## src/sv/rld_pkg.sv

```systemverilog
`timescale 1ns / 1ps

package rld_pkg;

    // Default edge length of the cubic chunk, in cells.
    localparam int CHUNK_EDGE_DEFAULT = 32;

    // Width of the material count register and its value after reset.
    localparam int MAT_COUNT_W = 9;
    localparam logic [MAT_COUNT_W-1:0] MAT_COUNT_RESET = 9'd256;

    // Result codes reported with every result item.
    typedef enum logic [2:0] {
        OUT_IN_PROGRESS  = 3'd0,
        OUT_COMPLETE     = 3'd1,
        OUT_ZERO_RUN     = 3'd2,
        OUT_BAD_MATERIAL = 3'd3,
        OUT_OVERFLOW     = 3'd4,
        OUT_TRUNCATED    = 3'd5
    } t_outcome;

    // One payload byte with its framing flags.
    typedef struct packed {
        logic [7:0] payload_byte;
        logic       chunk_start;
        logic       message_end;
    } t_in_item;

    // One decoded run or status report.
    typedef struct packed {
        logic [7:0]  run_material;
        logic [14:0] run_start;
        logic [15:0] run_length;
        logic        run_valid;
        t_outcome    outcome;
    } t_out_item;

endpackage

```

## src/sv/voxel_run_length_decoder_top.sv

```systemverilog
`timescale 1ns / 1ps

// Channel   Direction  Handshake                  Payload
// in        input      i_in_valid / o_in_ready    i_in_item  (rld_pkg::t_in_item)
// out       output     o_out_valid / i_out_ready  o_out_item (rld_pkg::t_out_item)
// cfg       input      i_cfg_valid / o_cfg_ready  i_cfg_data (material count, 9 bits)
//
// One byte is accepted per cycle unless a stalled output holds a byte in the input register.
// The latency is set by the input register and the output register around the decode logic.
// Synchronous active-low reset returns the decoder to idle and the material count to 256.
// A stalled output holds a byte in the input register only when that byte has a result.
// The configuration port is always ready.

module voxel_run_length_decoder_top #(
    parameter int CHUNK_EDGE = rld_pkg::CHUNK_EDGE_DEFAULT
) (
    input  logic                             i_clk,
    input  logic                             i_rst_n,
    input  logic                             i_in_valid,
    output logic                             o_in_ready,
    input  rld_pkg::t_in_item                i_in_item,
    output logic                             o_out_valid,
    input  logic                             i_out_ready,
    output rld_pkg::t_out_item               o_out_item,
    input  logic                             i_cfg_valid,
    output logic                             o_cfg_ready,
    input  logic [rld_pkg::MAT_COUNT_W-1:0]  i_cfg_data
);

    logic                            r_in_valid;
    rld_pkg::t_in_item               r_in_item;
    logic                            r_out_valid;
    rld_pkg::t_out_item              r_out_item;
    logic [rld_pkg::MAT_COUNT_W-1:0] r_material_count;

    logic               s_out_free;
    logic               s_step;
    logic               s_has_result;
    rld_pkg::t_out_item s_result;

    // The held byte moves on unless its result finds the output full.
    assign s_out_free  = !r_out_valid || i_out_ready;
    assign s_step      = r_in_valid && (!s_has_result || s_out_free);
    assign o_in_ready  = !r_in_valid || s_step;
    assign o_out_valid = r_out_valid;
    assign o_out_item  = r_out_item;
    assign o_cfg_ready = 1'b1;

    // Material count register.
    always_ff @(posedge i_clk) begin
        if (!i_rst_n) begin
            r_material_count <= rld_pkg::MAT_COUNT_RESET;
        end else if (i_cfg_valid) begin
            r_material_count <= i_cfg_data;
        end
    end

    // Input register.
    always_ff @(posedge i_clk) begin
        if (!i_rst_n) begin
            r_in_valid <= 1'b0;
        end else if (o_in_ready) begin
            r_in_valid <= i_in_valid;
        end
    end

    always_ff @(posedge i_clk) begin
        if (o_in_ready && i_in_valid) begin
            r_in_item <= i_in_item;
        end
    end

    // Record decoder.
    rld_decode #(
        .CHUNK_EDGE(CHUNK_EDGE)
    ) u_decode (
        .i_clk           (i_clk),
        .i_rst_n         (i_rst_n),
        .i_step          (s_step),
        .i_item          (r_in_item),
        .i_material_count(r_material_count),
        .o_has_result    (s_has_result),
        .o_result        (s_result)
    );

    // Output register.
    always_ff @(posedge i_clk) begin
        if (!i_rst_n) begin
            r_out_valid <= 1'b0;
        end else if (s_step && s_has_result) begin
            r_out_valid <= 1'b1;
        end else if (i_out_ready) begin
            r_out_valid <= 1'b0;
        end
    end

    always_ff @(posedge i_clk) begin
        if (s_step && s_has_result) begin
            r_out_item <= s_result;
        end
    end

`ifndef SYNTHESIS
    // An accepted run always covers at least one cell.
    a_valid_len : assert property (@(posedge i_clk) disable iff (!i_rst_n)
        (o_out_valid && o_out_item.run_valid) |-> (o_out_item.run_length != 16'd0))
        else $error("accepted run with zero length");

    // A rejected or truncated report carries no length.
    a_reject_len : assert property (@(posedge i_clk) disable iff (!i_rst_n)
        (o_out_valid && !o_out_item.run_valid) |-> (o_out_item.run_length == 16'd0))
        else $error("rejected report with nonzero length");

    // Accepted runs never carry an error code.
    a_valid_code : assert property (@(posedge i_clk) disable iff (!i_rst_n)
        (o_out_valid && o_out_item.run_valid) |->
            (o_out_item.outcome == rld_pkg::OUT_IN_PROGRESS ||
             o_out_item.outcome == rld_pkg::OUT_COMPLETE ||
             o_out_item.outcome == rld_pkg::OUT_TRUNCATED))
        else $error("accepted run with error code");

    // A byte held in the input register is neither lost nor changed.
    a_hold_in : assert property (@(posedge i_clk) disable iff (!i_rst_n)
        (r_in_valid && !s_step) |=> (r_in_valid && $stable(r_in_item)))
        else $error("stalled input byte lost");
`endif

endmodule

```

## src/sv/rld_decode.sv

```systemverilog
`timescale 1ns / 1ps

module rld_decode #(
    parameter int CHUNK_EDGE = rld_pkg::CHUNK_EDGE_DEFAULT
) (
    input  logic                             i_clk,
    input  logic                             i_rst_n,
    input  logic                             i_step,
    input  rld_pkg::t_in_item                i_item,
    input  logic [rld_pkg::MAT_COUNT_W-1:0]  i_material_count,
    output logic                             o_has_result,
    output rld_pkg::t_out_item               o_result
);

    localparam int CELL_COUNT = CHUNK_EDGE * CHUNK_EDGE * CHUNK_EDGE;
    localparam int CW = $clog2(CELL_COUNT + 1);
    localparam logic [CW-1:0] CELLS = CW'(CELL_COUNT);

    typedef enum logic [1:0] {
        PH_IDLE,
        PH_ACTIVE,
        PH_DONE
    } t_phase;

    t_phase        r_phase, n_phase;
    logic [2:0]    r_idx, n_idx;
    logic [7:0]    r_held, n_held;
    logic [31:0]   r_acc, n_acc;
    logic [CW-1:0] r_cells, n_cells;

    logic          s_active;
    logic [2:0]    s_idx;
    logic [7:0]    s_held;
    logic [31:0]   s_acc;
    logic [31:0]   s_run;
    logic [CW-1:0] s_cells;
    logic [CW-1:0] s_remaining;
    logic [31:0]   s_cells_ext;
    logic          s_rec_end;
    logic          s_zero;
    logic          s_bad;
    logic          s_over;
    logic          s_full;

    // A chunk start restarts decoding from a clean record.
    assign s_active    = i_item.chunk_start || (r_phase == PH_ACTIVE);
    assign s_idx       = i_item.chunk_start ? 3'd0 : r_idx;
    assign s_held      = i_item.chunk_start ? 8'd0 : r_held;
    assign s_acc       = i_item.chunk_start ? 32'd0 : r_acc;
    assign s_cells     = i_item.chunk_start ? '0 : r_cells;
    assign s_cells_ext = 32'(s_cells);

    // Place the byte into its lane of the little-endian run length.
    always_comb begin
        s_run = s_acc;
        case (s_idx)
            3'd1: s_run[7:0]   = i_item.payload_byte;
            3'd2: s_run[15:8]  = i_item.payload_byte;
            3'd3: s_run[23:16] = i_item.payload_byte;
            3'd4: s_run[31:24] = i_item.payload_byte;
            default: s_run = 32'd0;
        endcase
    end

    // Record checks against the cells still free in the chunk.
    assign s_rec_end   = (s_idx == 3'd4);
    assign s_remaining = CELLS - s_cells;
    assign s_zero      = (s_run == 32'd0);
    assign s_bad       = ({1'b0, s_held} >= i_material_count);
    assign s_over      = (s_run > 32'(s_remaining));
    assign s_full      = (s_run == 32'(s_remaining));

    // Next state and the result of the current byte.
    always_comb begin
        n_phase = r_phase;
        n_idx   = r_idx;
        n_held  = r_held;
        n_acc   = r_acc;
        n_cells = r_cells;

        o_has_result          = 1'b0;
        o_result.run_material = s_held;
        o_result.run_start    = s_cells_ext[14:0];
        o_result.run_length   = 16'd0;
        o_result.run_valid    = 1'b0;
        o_result.outcome      = rld_pkg::OUT_IN_PROGRESS;

        if (s_active) begin
            n_phase = PH_ACTIVE;
            n_cells = s_cells;
            n_held  = (s_idx == 3'd0) ? i_item.payload_byte : s_held;
            n_acc   = s_run;
            n_idx   = s_idx + 3'd1;

            if (s_rec_end) begin
                n_idx        = 3'd0;
                o_has_result = 1'b1;
                if (s_zero) begin
                    n_phase          = PH_DONE;
                    o_result.outcome = rld_pkg::OUT_ZERO_RUN;
                end else if (s_bad) begin
                    n_phase          = PH_DONE;
                    o_result.outcome = rld_pkg::OUT_BAD_MATERIAL;
                end else if (s_over) begin
                    n_phase          = PH_DONE;
                    o_result.outcome = rld_pkg::OUT_OVERFLOW;
                end else begin
                    n_cells             = s_cells + s_run[CW-1:0];
                    o_result.run_length = s_run[15:0];
                    o_result.run_valid  = 1'b1;
                    if (s_full) begin
                        n_phase          = PH_DONE;
                        o_result.outcome = rld_pkg::OUT_COMPLETE;
                    end else if (i_item.message_end) begin
                        n_phase          = PH_DONE;
                        o_result.outcome = rld_pkg::OUT_TRUNCATED;
                    end
                end
            end else if (i_item.message_end) begin
                // The message ended inside a record.
                n_phase               = PH_DONE;
                n_idx                 = 3'd0;
                o_has_result          = 1'b1;
                o_result.run_material = 8'd0;
                o_result.outcome      = rld_pkg::OUT_TRUNCATED;
            end
        end
    end

    // Decoder state advances only when the byte is consumed.
    always_ff @(posedge i_clk) begin
        if (!i_rst_n) begin
            r_phase <= PH_IDLE;
            r_idx   <= 3'd0;
            r_held  <= 8'd0;
            r_acc   <= 32'd0;
            r_cells <= '0;
        end else if (i_step) begin
            r_phase <= n_phase;
            r_idx   <= n_idx;
            r_held  <= n_held;
            r_acc   <= n_acc;
            r_cells <= n_cells;
        end
    end

`ifndef SYNTHESIS
    // The byte position never passes the last byte of a record.
    a_idx_range : assert property (@(posedge i_clk) disable iff (!i_rst_n)
        r_idx <= 3'd4)
        else $error("record byte index out of range");

    // The covered cell count never passes the chunk size.
    a_cells_range : assert property (@(posedge i_clk) disable iff (!i_rst_n)
        r_cells <= CELLS)
        else $error("covered cells exceed chunk size");

    // Outside decoding no partial record is held.
    a_idle_clean : assert property (@(posedge i_clk) disable iff (!i_rst_n)
        (r_phase != PH_ACTIVE) |-> (r_idx == 3'd0))
        else $error("partial record held outside decoding");
`endif

endmodule

```

## config.mk

```make
export PLATFORM = sky130hd
export DESIGN_NAME = voxel_run_length_decoder_top
export DESIGN_NICKNAME = d
export VERILOG_FILES = /design/src/sv/rld_pkg.sv /design/src/sv/voxel_run_length_decoder_top.sv /design/src/sv/rld_decode.sv
export SDC_FILE = /design/constraint.sdc
export NUM_CORES = 1
export LEC_CHECK = 0
export BUFFER_PORTS_ARGS = -buffer_cell sky130_fd_sc_hd__clkbuf_2
export CORE_MARGIN = 2
export CORE_UTILIZATION = 54
export CTS_CLUSTER_DIAMETER = 30
export DETAILED_ROUTE_END_ITERATION = 6
export PLACE_DENSITY = 0.84
export SLEW_MARGIN = 30
export SYNTH_ARGS = -nofsm -noshare
export SYNTH_HDL_FRONTEND = slang
export SYNTH_SLANG_ARGS = --single-unit
```

## constraint.sdc

```tcl
create_clock -name i_clk -period 4.6 [get_ports i_clk]
set_clock_uncertainty 0.1 [all_clocks]
set_input_delay 0 -clock i_clk [delete_from_list [all_inputs] [get_ports i_clk]]
set_output_delay 0 -clock i_clk [all_outputs]
set_load 0.02 [all_outputs]
```

==> insert_results.sql, run 1 <==
INSERT INTO impl_metrics (metric_group, metric, value, unit) VALUES
('logic_synthesis', 'ys_warn_count', '0', ''),
('route', 'detailroute.via_count', '6010', ''),
('placement', 'dpl.hpwl', '12200', 'µm'),
('logic_synthesis', 'ys_seq_area_frac', '0.449', ''),
('grt', 'grt-busiest-layer', 'met2', ''),
('power_and_ir_drop', 'leakage_power_summed_over_all_cells', '3.56', 'nW'),
('timing', 'report.final.hold_viol_count', '0', ''),
('critical_path', 'r2r_end', 'o_out_item[6]', ''),
('critical_path', 'timing.setup.critical_path_class', 'reg2reg', ''),
('route', 'drtIter0Drc', '598', ''),
('grt', 'use_met3', '0.0486', ''),
('timing', 'finalSetupTns', '0', 'ns'),
('logic_synthesis', 'yosys.cell_types.count', '75', ''),
('clocking', 'worst_setup_hold_path_clk_slew', '0.06', 'ns'),
('route', 'wl_per_cell', '19.0', 'µm'),
('critical_path', 'critical_path.max_fanout', '8', ''),
('layout', 'final_cell_area', '0.00855', 'mm²'),
('placement', 'placement.io_buffers', '68', ''),
('logic_synthesis', 'synth_nets', '746', ''),
('layout', 'synthToLayoutAreaGrowth', '26.6', '%'),
('critical_path', 'regToRegStartpoint', 'r_in_item[1]', ''),
('clocking', 'numClockSinks', '125', ''),
('timing', 'maxClockFrequency', '228', 'MHz'),
('grt', 'maximum_number_of_pins_on_one_net_before_global_route_repair', '63', ''),
('critical_path', 'worstPathArrival', '4.57', 'ns'),
('floorplan', 'coreArea', '0.0121', 'mm²'),
('logic_synthesis', 'synth_top_cell_area_share', '0.236', ''),
('clocking', 'cts-htree-levels', '4', ''),
('floorplan', 'ios', '70', ''),
('clocking', 'cts_made_buffers', '17', ''),
('power_and_ir_drop', 'cellPowerDensity', '324', 'mW/mm²'),
('floorplan', 'die_height', '116', 'µm'),
('critical_path', 'endpoint', 'o_out_item[6]', ''),
('flow_run', 'drv_cap', '0', ''),
('logic_synthesis', 'post-synth-top-area-cell', 'sky130_fd_sc_hd__edfxtp_1', ''),
('grt', 'grt_util_met2', '0.494', ''),
('timing', 'period_minus_slack', '4.39', 'ns'),
('timing', 'worst_slew_margin_rel', '0.343', ''),
('grt', 'via_count_of_the_first_global_routing_pass', '5946', ''),
('logic_synthesis', 'synthesis.area_per_instance', '9.87', 'µm²'),
('logic_synthesis', 'synth_area', '0.00675', 'mm²'),
('logic_synthesis', 'synth_enable_flop_cells', '53', ''),
('min_path', 'worstHoldPathType', 'in2reg', ''),
('grt', 'initial_antenna_violation_count', '1', ''),
('route', 'via_per_inst', '5.99', ''),
('run_status', 'result_of_the_run', 'complete, no violations', ''),
('floorplan', 'rows', '40', ''),
('clocking', 'clockRootBuffer', 'sky130_fd_sc_hd__clkbuf_16', ''),
('route', 'drc', '0', ''),
('clocking', 'clock_tree_from_tritoncts', 'built', ''),
('critical_path', 'critical_path.startpoint_type', 'register', ''),
('critical_path', 'reg2reg_setup_slack', '0.21', 'ns'),
('route', 'count_of_antenna_violating_nets_left_after_detailed_routing', '0', ''),
('grt', 'globalRouteOverflowTotal', '0', ''),
('timing', 'period_share', '0.955', ''),
('placement', 'detailed_place.area', '0.00751', 'mm²'),
('logic_synthesis', 'number_of_cells_produced_by_synthesis', '684', ''),
('layout', 'layout-drive-gt1-share', '0.230', ''),
('critical_path', 'worst_setup_path_startpoint', 'r_in_item[1]', ''),
('critical_path', 'crit_required', '4.77', 'ns'),
('placement', 'gp_congestion', '0.905', ''),
('floorplan', 'floorplan.initialDensity', '0.557', ''),
('timing', 'max_slew_violation_count', '0', ''),
('grt', 'grt_pass1_wl', '30200', 'µm'),
('timing', 'tightest_slew', '0.986', 'ns'),
('clocking', 'clock_insertion_delay_at_the_later_pin_of_the_skew_report', '0.42', 'ns'),
('critical_path', 'rr_worst_depth', '20', ''),
('logic_synthesis', 'synth_flop_cell', 'sky130_fd_sc_hd__dfxtp_1', ''),
('critical_path', 'worst_setup_ep_type', 'register', ''),
('layout', 'num-fill-cells', '888', ''),
('timing', 'timing.final.setup_violations', '0', '');
## through the flow
step,power [mW],hold WS [ns],setup slack [ns],cells
after floorplan,1.32,-0.00113,0.000818,684
after global placement,1.37,0.0778,0.166,935
after detailed placement,1.38,0.0791,0.0628,935
after CTS,2.77,0.182,0.00160,1000
after global routing,2.84,0.194,-0.00274,1004
final,2.77,0.189,0.207,1004
## cell families after synthesis
group,Yosys count,synth area share
and+or+nand+nor,258,0.207
AOI/OAI and AO/OA,150,0.162
DFF,125,0.449
buffers and inverters,62,0.0411
adders and majority gates,41,0.0752
xor gates and xnor gates,29,0.0376
muxes,18,0.0269
other,1,0.000555
## registers in the layout, indices dropped and copies added (netlist names)
name              count
o_out_item           43
u_decode.r_acc       32
u_decode.r_cells     16
r_in_item            10
r_material_count      9
u_decode.r_held       8
u_decode.r_idx        3
u_decode.r_phase      2
o_out_valid           1
r_in_valid            1
## synthesized netlist by cell type (4+ instances only)
master                      n
sky130_fd_sc_hd__ha_1      38
sky130_fd_sc_hd__dfxtp_1   72
sky130_fd_sc_hd__mux2i_1   17
sky130_fd_sc_hd__or3_1      8
sky130_fd_sc_hd__nor3_1    15
sky130_fd_sc_hd__nor4_1     4
sky130_fd_sc_hd__clkbuf_1  13
sky130_fd_sc_hd__inv_1     30
sky130_fd_sc_hd__nand2_1   30
sky130_fd_sc_hd__buf_2      8
sky130_fd_sc_hd__a21o_1    11
sky130_fd_sc_hd__nand2b_1   4
sky130_fd_sc_hd__o21ai_0   11
sky130_fd_sc_hd__a22o_1    11
sky130_fd_sc_hd__nor2_4     9
sky130_fd_sc_hd__nor2b_1   28
sky130_fd_sc_hd__a21oi_1   29
sky130_fd_sc_hd__edfxtp_1  53
sky130_fd_sc_hd__xor2_1    13
sky130_fd_sc_hd__xnor2_1   16
sky130_fd_sc_hd__and2_1    13
sky130_fd_sc_hd__a31oi_1    7
sky130_fd_sc_hd__nor2_1    93
sky130_fd_sc_hd__a22oi_1   29
sky130_fd_sc_hd__and3_1     8
sky130_fd_sc_hd__nand4_1   10
sky130_fd_sc_hd__a211oi_1  18
sky130_fd_sc_hd__nand3_1   18
## routing by layer
| metal | share of wire | up-vias |
|---|---|---|
| met1 | 0.41 | 2865 |
| met2 | 0.48 | 309 |
| met3 | 0.074 | 71 |
| met4 | 0.038 | 0 |
| met5 | 0 | - |
| li1 | - | 2765 |
## critical path: stages (launching register included)
cell and delay [ns]:
sky130_fd_sc_hd__edfxtp_1 0.44, sky130_fd_sc_hd__buf_4 0.20, sky130_fd_sc_hd__inv_4 0.12, sky130_fd_sc_hd__nand2_1 0.08, sky130_fd_sc_hd__ha_1 0.21, sky130_fd_sc_hd__nor2b_2 0.18, sky130_fd_sc_hd__a31o_2 0.26, sky130_fd_sc_hd__buf_4 0.18
sky130_fd_sc_hd__a22oi_2 0.24, sky130_fd_sc_hd__inv_1 0.12, sky130_fd_sc_hd__ha_1 0.30, sky130_fd_sc_hd__nand4_1 0.11, sky130_fd_sc_hd__nor2_1 0.07, sky130_fd_sc_hd__a22o_1 0.21, sky130_fd_sc_hd__a2111oi_2 0.27, sky130_fd_sc_hd__nand2_1 0.13
sky130_fd_sc_hd__a31oi_4 0.24, sky130_fd_sc_hd__o21ai_2 0.12, sky130_fd_sc_hd__or3_4 0.37, sky130_fd_sc_hd__buf_4 0.17, sky130_fd_sc_hd__nor2b_1 0.12
## cell usage in the layout (no fill, tap or decap), types with 17 or more instances in the layout
cell type and count:
sky130_fd_sc_hd__a211oi_1 18, sky130_fd_sc_hd__a21oi_1 29, sky130_fd_sc_hd__a22oi_1 24, sky130_fd_sc_hd__buf_4 46, sky130_fd_sc_hd__clkbuf_16 19, sky130_fd_sc_hd__clkbuf_2 68, sky130_fd_sc_hd__dfxtp_1 72, sky130_fd_sc_hd__dlygate4sd3_1 33
sky130_fd_sc_hd__edfxtp_1 53, sky130_fd_sc_hd__ha_1 38, sky130_fd_sc_hd__inv_1 30, sky130_fd_sc_hd__mux2i_1 17, sky130_fd_sc_hd__nand2_1 30, sky130_fd_sc_hd__nand3_1 18, sky130_fd_sc_hd__nor2_1 90, sky130_fd_sc_hd__nor2b_1 26
## repair_timing
item / in CTS / in global routing
resized for setup: 0 / 18
setup buffers: 0 / 3
hold buffers: 33 / 0
endpoints found under the setup margin: 0 / 35
endpoints found under the hold margin: 22 / 0
## cell type report
type                       count  area [µm²]  share of cell area
inverter                      33         126              0.0148
tap                          168         210              0.0246
antenna                        1        2.50            0.000293
timing repair buffer         148        1040               0.121
sequential                   125        3030               0.355
multi-input combinational    497        3530               0.413
clock inverter                12         130              0.0152
clock buffer                  20         479              0.0561
## power by group
part           leakage, nW  switching (mW)  internal, mW
clock network        0.304           0.511         0.865
registers             1.05          0.0308          1.18
logic                 2.21           0.107        0.0732
total                 3.56           0.648          2.12
## how the worst min path moves through the flow
| stage | startpoint | endpoint | cells past startpoint |
|---|---|---|---|
| 3_5_place_dp | i_in_item[4] | r_in_item[4] | 1 |
| 5_1_grt | i_in_item[0] | r_in_item[0] | 2 |
| 6_report | i_in_item[0] | r_in_item[0] | 2 |
| 2_1_floorplan | i_in_item[0] | r_in_item[0] | 0 |
| 3_3_place_gp | i_in_item[6] | r_in_item[6] | 1 |
| 4_1_cts | i_in_item[0] | r_in_item[0] | 2 |
(Power assumes the default switching activity.)
==> run 2, diff against run 1 <==
- CORE_UTILIZATION: 54 -> 55
- PLACE_DENSITY: 0.84 -> 0.82
- clock period: 4.6 -> 5 ns (I/O delays scaled with it)
==> run 2 against run 1 <==
Sequential share of layout area rose by 1.2 points; final area fell by 3.3%; register-to-register slack improved by 0.09 ns; critical path depth fell by 1; first-iteration DRC count fell by 9.5%; non-clock buffer count fell by 18; largest cell class unchanged.
==> insert_results.sql, run 2 (synthesis results as in run 1) <==
INSERT INTO impl_metrics (metric_group, metric, value, unit) VALUES
('critical_path', 'worst_setup_path_startpoint', 'r_in_item[1]', ''),
('layout', 'num-fill-cells', '905', ''),
('critical_path', 'cp_buf_inv_count', '3', ''),
('clocking', 'worst_setup_hold_path_clk_slew', '0.06', 'ns'),
('clocking', 'cts_made_buffers', '17', ''),
('placement', 'post-place-cells', '900', ''),
('power_and_ir_drop', 'leakage_power_summed_over_all_cells', '3.43', 'nW'),
('power_and_ir_drop', 'cellPowerDensity', '295', 'mW/mm²'),
('critical_path', 'critPathTopFamily', 'compound AO/OA/AOI/OAI gates', ''),
('critical_path', 'crit_required', '5.21', 'ns'),
('floorplan', 'overall_die_area', '0.0132', 'mm²'),
('grt', 'grtUsageTotal', '0.295', ''),
('clocking', 'post-cts-setup-buffers', '0', ''),
('floorplan', 'dieWidth', '115', 'µm'),
('min_path', 'worstHoldPathType', 'in2reg', ''),
('grt', 'initial_antenna_violation_count', '0', ''),
('layout', 'sequential_cell_area', '0.00303', 'mm²'),
('clocking', 'cts_max_path_buffers', '2', ''),
('route', 'wl_per_cell', '19.4', 'µm'),
('critical_path', 'critical_path.max_fanout', '10', ''),
('timing', 'worst_slew_margin_rel', '0.441', ''),
('layout', 'finish.cell_count_without_fillers', '964', ''),
('placement', 'gp_congestion', '0.912', ''),
('clocking', 'clock_tree_from_tritoncts', 'built', ''),
('clocking', 'cts-htree-levels', '4', ''),
('layout', 'num-nets-final', '866', ''),
('route', 'via_per_inst', '6.20', ''),
('clocking', 'clock_insertion_delay_at_the_later_pin_of_the_skew_report', '0.43', 'ns'),
('timing', 'tightest_slew', '0.836', 'ns'),
('grt', 'grt_pass1_wl', '29800', 'µm'),
('critical_path', 'crit_path_top_delay_cell', 'sky130_fd_sc_hd__edfxtp_1', ''),
('route', 'drtIter0Drc', '541', ''),
('critical_path', 'worst_setup_ep_type', 'register', ''),
('layout', 'layout_commonest_cell', 'sky130_fd_sc_hd__nor2_1', ''),
('floorplan', 'die_height', '115', 'µm'),
('timing', 'max_slew_violation_count', '0', ''),
('flow_run', 'drv_cap', '0', ''),
('run_status', 'result_of_the_run', 'complete, no violations', ''),
('power_and_ir_drop', 'power.ir.vdd_worst', '174', 'µV'),
('timing', 'maxClockFrequency', '213', 'MHz'),
('placement', 'placement.io_buffers', '68', ''),
('grt', 'globalRouteOverflowTotal', '0', ''),
('route', 'drc', '0', ''),
('floorplan', 'floorplan.initialDensity', '0.562', ''),
('min_path', 'worst_hold_startpoint', 'i_in_item[9]', ''),
('critical_path', 'worstPathArrival', '4.91', 'ns'),
('critical_path', 'crit_path_max_incr_delay', '0.43', 'ns'),
('layout', 'layout-drive-gt1-share', '0.202', ''),
('route', 'drt-total-wl', '18700', 'µm'),
('grt', 'via_count_of_the_first_global_routing_pass', '5946', ''),
('clocking', 'numClockSinks', '125', ''),
('timing', 'period_minus_slack', '4.70', 'ns'),
('clocking', 'clockRootBuffer', 'sky130_fd_sc_hd__clkbuf_16', ''),
('timing', 'timing.final.setup_violations', '0', ''),
('placement', 'dpl.hpwl', '12500', 'µm'),
('critical_path', 'timing.setup.critical_path_class', 'reg2reg', ''),
('layout', 'antennaDiodeCount', '0', ''),
('route', 'drt_pass1_iterations', '6', ''),
('critical_path', 'cp_cell_sequence', 'buf_4 -> inv_2 -> nand2_1 -> nor2_1 -> ha_1 -> nor2b_2 -> a21o_1 -> a22oi_1 -> inv_1 -> ha_1 -> a21o_1 -> a21oi_1 -> nor2b_1 -> a31o_2 -> a311o_1 -> a311oi_1 -> o21bai_1 -> xor2_1 -> a22o_1', ''),
('grt', 'maximum_number_of_pins_on_one_net_before_global_route_repair', '50', ''),
('critical_path', 'regToRegStartpoint', 'r_in_item[1]', ''),
('layout', 'layout_common_cells', 'sky130_fd_sc_hd__nor2_1 (92), sky130_fd_sc_hd__dfxtp_1 (72), sky130_fd_sc_hd__clkbuf_2 (68)', ''),
('route', 'detailroute.via_count', '5977', ''),
('route', 'count_of_antenna_violating_nets_left_after_detailed_routing', '0', ''),
('timing', 'report.final.hold_viol_count', '0', ''),
('layout', 'flip_flop_count_of_the_largest_register_all_copies_and_words_added', '43', ''),
('timing', 'rsz_0062_raised_after_global_routing', 'no', ''),
('timing', 'period_share', '0.941', ''),
('floorplan', 'ios', '70', ''),
('floorplan', 'coreArea', '0.0120', 'mm²'),
('layout', 'multi_input_area', '0.00348', 'mm²'),
('critical_path', 'critical_path.startpoint_type', 'register', ''),
('timing', 'finalSetupTns', '0', 'ns'),
('layout', 'synthToLayoutAreaGrowth', '22.5', '%'),
('floorplan', 'rows', '40', '');
run 2: cell types whose count changed in the layout (fill, tap and decap cells not counted), sizes merged, moves of 2 or more:
cell,previous run,this run
clkinvlp,0,2
inv,38,36
clkinv,5,7
buf,47,30
run 2: area by class of cell:
cell class,instances,share of cell area
clock inverters,13,0.0142
inverters,33,0.0150
multi-input cells,497,0.421
repair buffers,130,0.109
flip-flops and latches,125,0.367
clock buffers,19,0.0524
well taps,147,0.0222
run 2: path summary, 6_finish.rpt:
check	end	slack, ns	cells past startpoint
worst max-delay path	u_decode.r_cells[13]	0.30	19
worst max register to register	u_decode.r_cells[13]	0.30	19
worst min-delay path	r_in_item[9]	0.20	2
worst min register to register	u_decode.r_cells[6]	0.36	2
run 2: power by group:
| part | internal [mW] | switching, mW |
|---|---|---|
| logic | 0.0656 | 0.0966 |
| clock network | 0.685 | 0.478 |
| registers | 1.09 | 0.0269 |
| total | 1.84 | 0.601 |
run 2: per-stage QoR:
step / cell area [µm²] / utilization / power [mW] / setup slack (ns) / hold slack, ns
CTS: 8240 / 0.686 / 2.44 / 0.147 / 0.175
global placement: 7370 / 0.613 / 1.26 / 0.420 / 0.0783
finish: 8270 / 0.688 / 2.44 / 0.297 / 0.196
global route: 8270 / 0.688 / 2.51 / 0.0193 / 0.191
floorplan: 6750 / - / 1.22 / 0.371 / -0.00113
detailed placement: 7370 / 0.613 / 1.27 / 0.190 / 0.0795
run 2: what timing repair did:
item                       in CTS  in global routing
hold endpoints to repair       22                  0
gates resized for setup         0                  6
hold buffers                   32                  0
setup endpoints to repair       0                 37
run 2: per-layer routing:
layer / up-vias / GRT usage / part of all wire
met5: - / 0 / 0
met4: 0 / 0.144 / 0.037
met3: 78 / 0.0738 / 0.086
met2: 346 / 0.482 / 0.47
met1: 2816 / 0.368 / 0.41
li1: 2737 / - / -
==> run 3, diff against run 2 <==
- BUFFER_PORTS_ARGS: -buffer_cell sky130_fd_sc_hd__clkbuf_2 -> unset
- CTS_BUF_LIST: unset -> sky130_fd_sc_hd__clkbuf_4 sky130_fd_sc_hd__clkbuf_8
- DONT_BUFFER_PORTS: unset -> 1
- PLACE_DENSITY: 0.82 -> 0.77
==> run 3 against run 2 <==
Sequential share of layout area increased by 2.4 points; count of clock-buffer cells in the layout did not move; die area is the same; worst hold slack got worse by 0.12 ns; critical endpoint is now u_decode.r_cells[3]; worst setup slack better by 0.056 ns; highest routed layer unchanged; non-clock buffer count down 71; final area down 6.1%; combinational power fell by 19%; first-iteration DRC count up 5.5%; critical path type unchanged.
==> insert_results.sql, run 3 (synthesis results as in run 1) <==
INSERT INTO impl_metrics (metric_group, metric, value, unit) VALUES
('run_status', 'result_of_the_run', 'complete, no violations', ''),
('route', 'detailroute.via_count', '5533', ''),
('clocking', 'cts_made_buffers', '17', ''),
('power_and_ir_drop', 'leakage_power_summed_over_all_cells', '3.07', 'nW'),
('clocking', 'cts_max_path_buffers', '2', ''),
('floorplan', 'coreArea', '0.0120', 'mm²'),
('min_path', 'worstHoldPathCells', '1', ''),
('timing', 'rsz_0062_raised_after_global_routing', 'no', ''),
('critical_path', 'critical_path.max_fanout', '11', ''),
('timing', 'report.final.hold_viol_count', '0', ''),
('route', 'met3_length', '1620', 'µm'),
('timing', 'timing.final.setup_violations', '0', ''),
('route', 'drt_pass1_iterations', '5', ''),
('timing', 'setup_slack', '0.353', 'ns'),
('power_and_ir_drop', 'cellPowerDensity', '276', 'mW/mm²'),
('clocking', 'cts-htree-levels', '4', ''),
('clocking', 'numClockSinks', '125', ''),
('placement', 'dpl.hpwl', '11500', 'µm'),
('route', 'via_per_inst', '6.19', ''),
('timing', 'period_share', '0.929', ''),
('critical_path', 'cp_cell_sequence', 'buf_4 -> inv_2 -> nand2_1 -> ha_1 -> nor2b_4 -> a31o_4 -> a22oi_2 -> inv_1 -> ha_1 -> nand4_1 -> nor4_1 -> a2111oi_2 -> nand2_1 -> a31oi_4 -> o211ai_2 -> and3_1 -> a22o_1', ''),
('layout', 'fin_util', '0.646', ''),
('placement', 'placement.io_buffers', '0', ''),
('power_and_ir_drop', 'pwr-share-seq', '0.525', ''),
('grt', 'via_count_of_the_first_global_routing_pass', '5176', ''),
('layout', 'final_cell_area', '0.00776', 'mm²'),
('route', 'drc', '0', ''),
('grt', 'grt_pass1_wl', '26700', 'µm'),
('critical_path', 'timing.setup.critical_path_class', 'reg2reg', ''),
('critical_path', 'regToRegStartpoint', 'r_in_item[1]', ''),
('timing', 'maxClockFrequency', '215', 'MHz'),
('layout', 'layout_commonest_cell', 'sky130_fd_sc_hd__nor2_1', ''),
('route', 'met2_wirelength', '7740', 'µm'),
('route', 'top_layer', 'met4', ''),
('grt', 'grtUsageTotal', '0.264', ''),
('critical_path', 'worstPathArrival', '4.93', 'ns'),
('placement', 'place_ws', '0.235', 'ns'),
('clocking', 'clock_tree_from_tritoncts', 'built', ''),
('layout', 'num-nets-final', '795', ''),
('floorplan', 'dieWidth', '115', 'µm'),
('layout', 'layout_common_cells', 'sky130_fd_sc_hd__nor2_1 (92), sky130_fd_sc_hd__dfxtp_1 (72), sky130_fd_sc_hd__edfxtp_1 (53)', ''),
('route', 'detail_route.wirelength.met1', '7220', 'µm'),
('timing', 'finalSetupTns', '0', 'ns'),
('route', 'drt-total-wl', '17000', 'µm'),
('clocking', 'clockRootBuffer', 'sky130_fd_sc_hd__clkbuf_8', ''),
('layout', 'finish.cell_count_without_fillers', '894', ''),
('floorplan', 'overall_die_area', '0.0132', 'mm²'),
('critical_path', 'worst_setup_path_startpoint', 'r_in_item[1]', ''),
('power_and_ir_drop', 'cell_internal_pwr', '1.60', 'mW'),
('critical_path', 'rr_worst_depth', '17', ''),
('layout', 'flip_flop_count_of_the_largest_register_all_copies_and_words_added', '43', ''),
('power_and_ir_drop', 'comb_power_share', '0.061', ''),
('flow_run', 'drv_cap', '0', ''),
('route', 'wl_per_cell', '19.0', 'µm'),
('layout', 'layout-drive-gt1-share', '0.126', ''),
('power_and_ir_drop', 'p_clk_frac', '0.414', ''),
('min_path', 'worstHoldPathType', 'in2reg', ''),
('critical_path', 'critical_path.startpoint_type', 'register', ''),
('route', 'count_of_antenna_violating_nets_left_after_detailed_routing', '0', ''),
('floorplan', 'ios', '70', ''),
('min_path', 'worst_hold_startpoint', 'i_in_item[5]', ''),
('clocking', 'clock_insertion_delay_at_the_later_pin_of_the_skew_report', '0.45', 'ns'),
('power_and_ir_drop', 'reported_net_switching_power', '0.540', 'mW'),
('timing', 'max_slew_violation_count', '0', ''),
('timing', 'period_minus_slack', '4.65', 'ns'),
('placement', 'gp_congestion', '0.885', ''),
('clocking', 'worst_setup_hold_path_clk_slew', '0.08', 'ns'),
('critical_path', 'crit_path_max_incr_delay', '0.65', 'ns'),
('power_and_ir_drop', 'power.switching_fraction', '0.253', ''),
('floorplan', 'rows', '40', ''),
('layout', 'num-fill-cells', '958', ''),
('floorplan', 'die_height', '115', 'µm'),
('placement', 'detailed_place.area', '0.00699', 'mm²'),
('power_and_ir_drop', 'power.ir.vdd_worst', '137', 'µV'),
('layout', 'synthToLayoutAreaGrowth', '15.0', '%'),
('critical_path', 'worst_setup_ep_type', 'register', ''),
('critical_path', 'crit_path_top_delay_cell', 'sky130_fd_sc_hd__nor4_1', ''),
('grt', 'maximum_number_of_pins_on_one_net_before_global_route_repair', '63', ''),
('timing', 'worst_slew_margin_rel', '0.460', ''),
('route', 'drtIter0Drc', '571', ''),
('power_and_ir_drop', 'p_total', '2.14', 'mW'),
('timing', 'tightest_slew', '0.807', 'ns'),
('grt', 'initial_antenna_violation_count', '0', ''),
('timing', 'final.hold.worst_slack', '0.0742', 'ns'),
('grt', 'globalRouteOverflowTotal', '0', ''),
('placement', 'post-place-cells', '829', ''),
('floorplan', 'floorplan.initialDensity', '0.562', ''),
('critical_path', 'crit_required', '5.28', 'ns');
## run 3: power groups by stage
stage | registers [mW] | logic, mW | clock network [mW]
detailed placement | 1.15 | 0.100 | 0
floorplan | 1.14 | 0.0813 | 0
finish | 1.12 | 0.131 | 0.885
global placement | 1.15 | 0.0973 | 0
CTS | 1.12 | 0.125 | 0.895
global route | 1.13 | 0.144 | 0.929
## run 3: per-layer routing
| metal | vias up | global-route usage |
|---|---|---|
| met5 | - | 0 |
| met4 | 0 | 0.105 |
| met3 | 45 | 0.0590 |
| met2 | 290 | 0.413 |
| met1 | 2604 | 0.358 |
| li1 | 2594 | - |
## run 3: timing repair
action                     in CTS  in global routing
hold endpoints to repair       83                  0
hold buffers                   31                  0
resized for setup               0                  6
buffers inserted                0                  0
setup endpoints to repair       0                 35
## run 3: path summary, 6_finish.rpt
kind                                            end  slack, ns
worst min-delay path                   r_in_item[5]       0.07
worst min register to register  u_decode.r_cells[2]       0.36
worst max register to register  u_decode.r_cells[3]       0.35
worst max-delay path            u_decode.r_cells[3]       0.35
## run 3: cell type report
cell class | count | area, µm² | area share
inverters | 33 | 126 | 0.0163
clock inverters | 13 | 140 | 0.0181
well taps | 147 | 184 | 0.0237
flip-flops and latches | 125 | 3030 | 0.391
clock buffers | 19 | 249 | 0.0321
repair buffers | 59 | 541 | 0.0696
diodes | 1 | 2.50 | 0.000322
multi-input cells | 497 | 3490 | 0.449
## run 3: critical path: cells and delay by family, from the launching register on
kind	cells	cell delay (ns)
flip-flops	1	0.44
buffers and inverters	3	0.53
AND/OR/NAND/NOR	6	1.71
adder cells (fa/ha/maj)	2	0.58
AO/OA/AOI/OAI	6	1.21
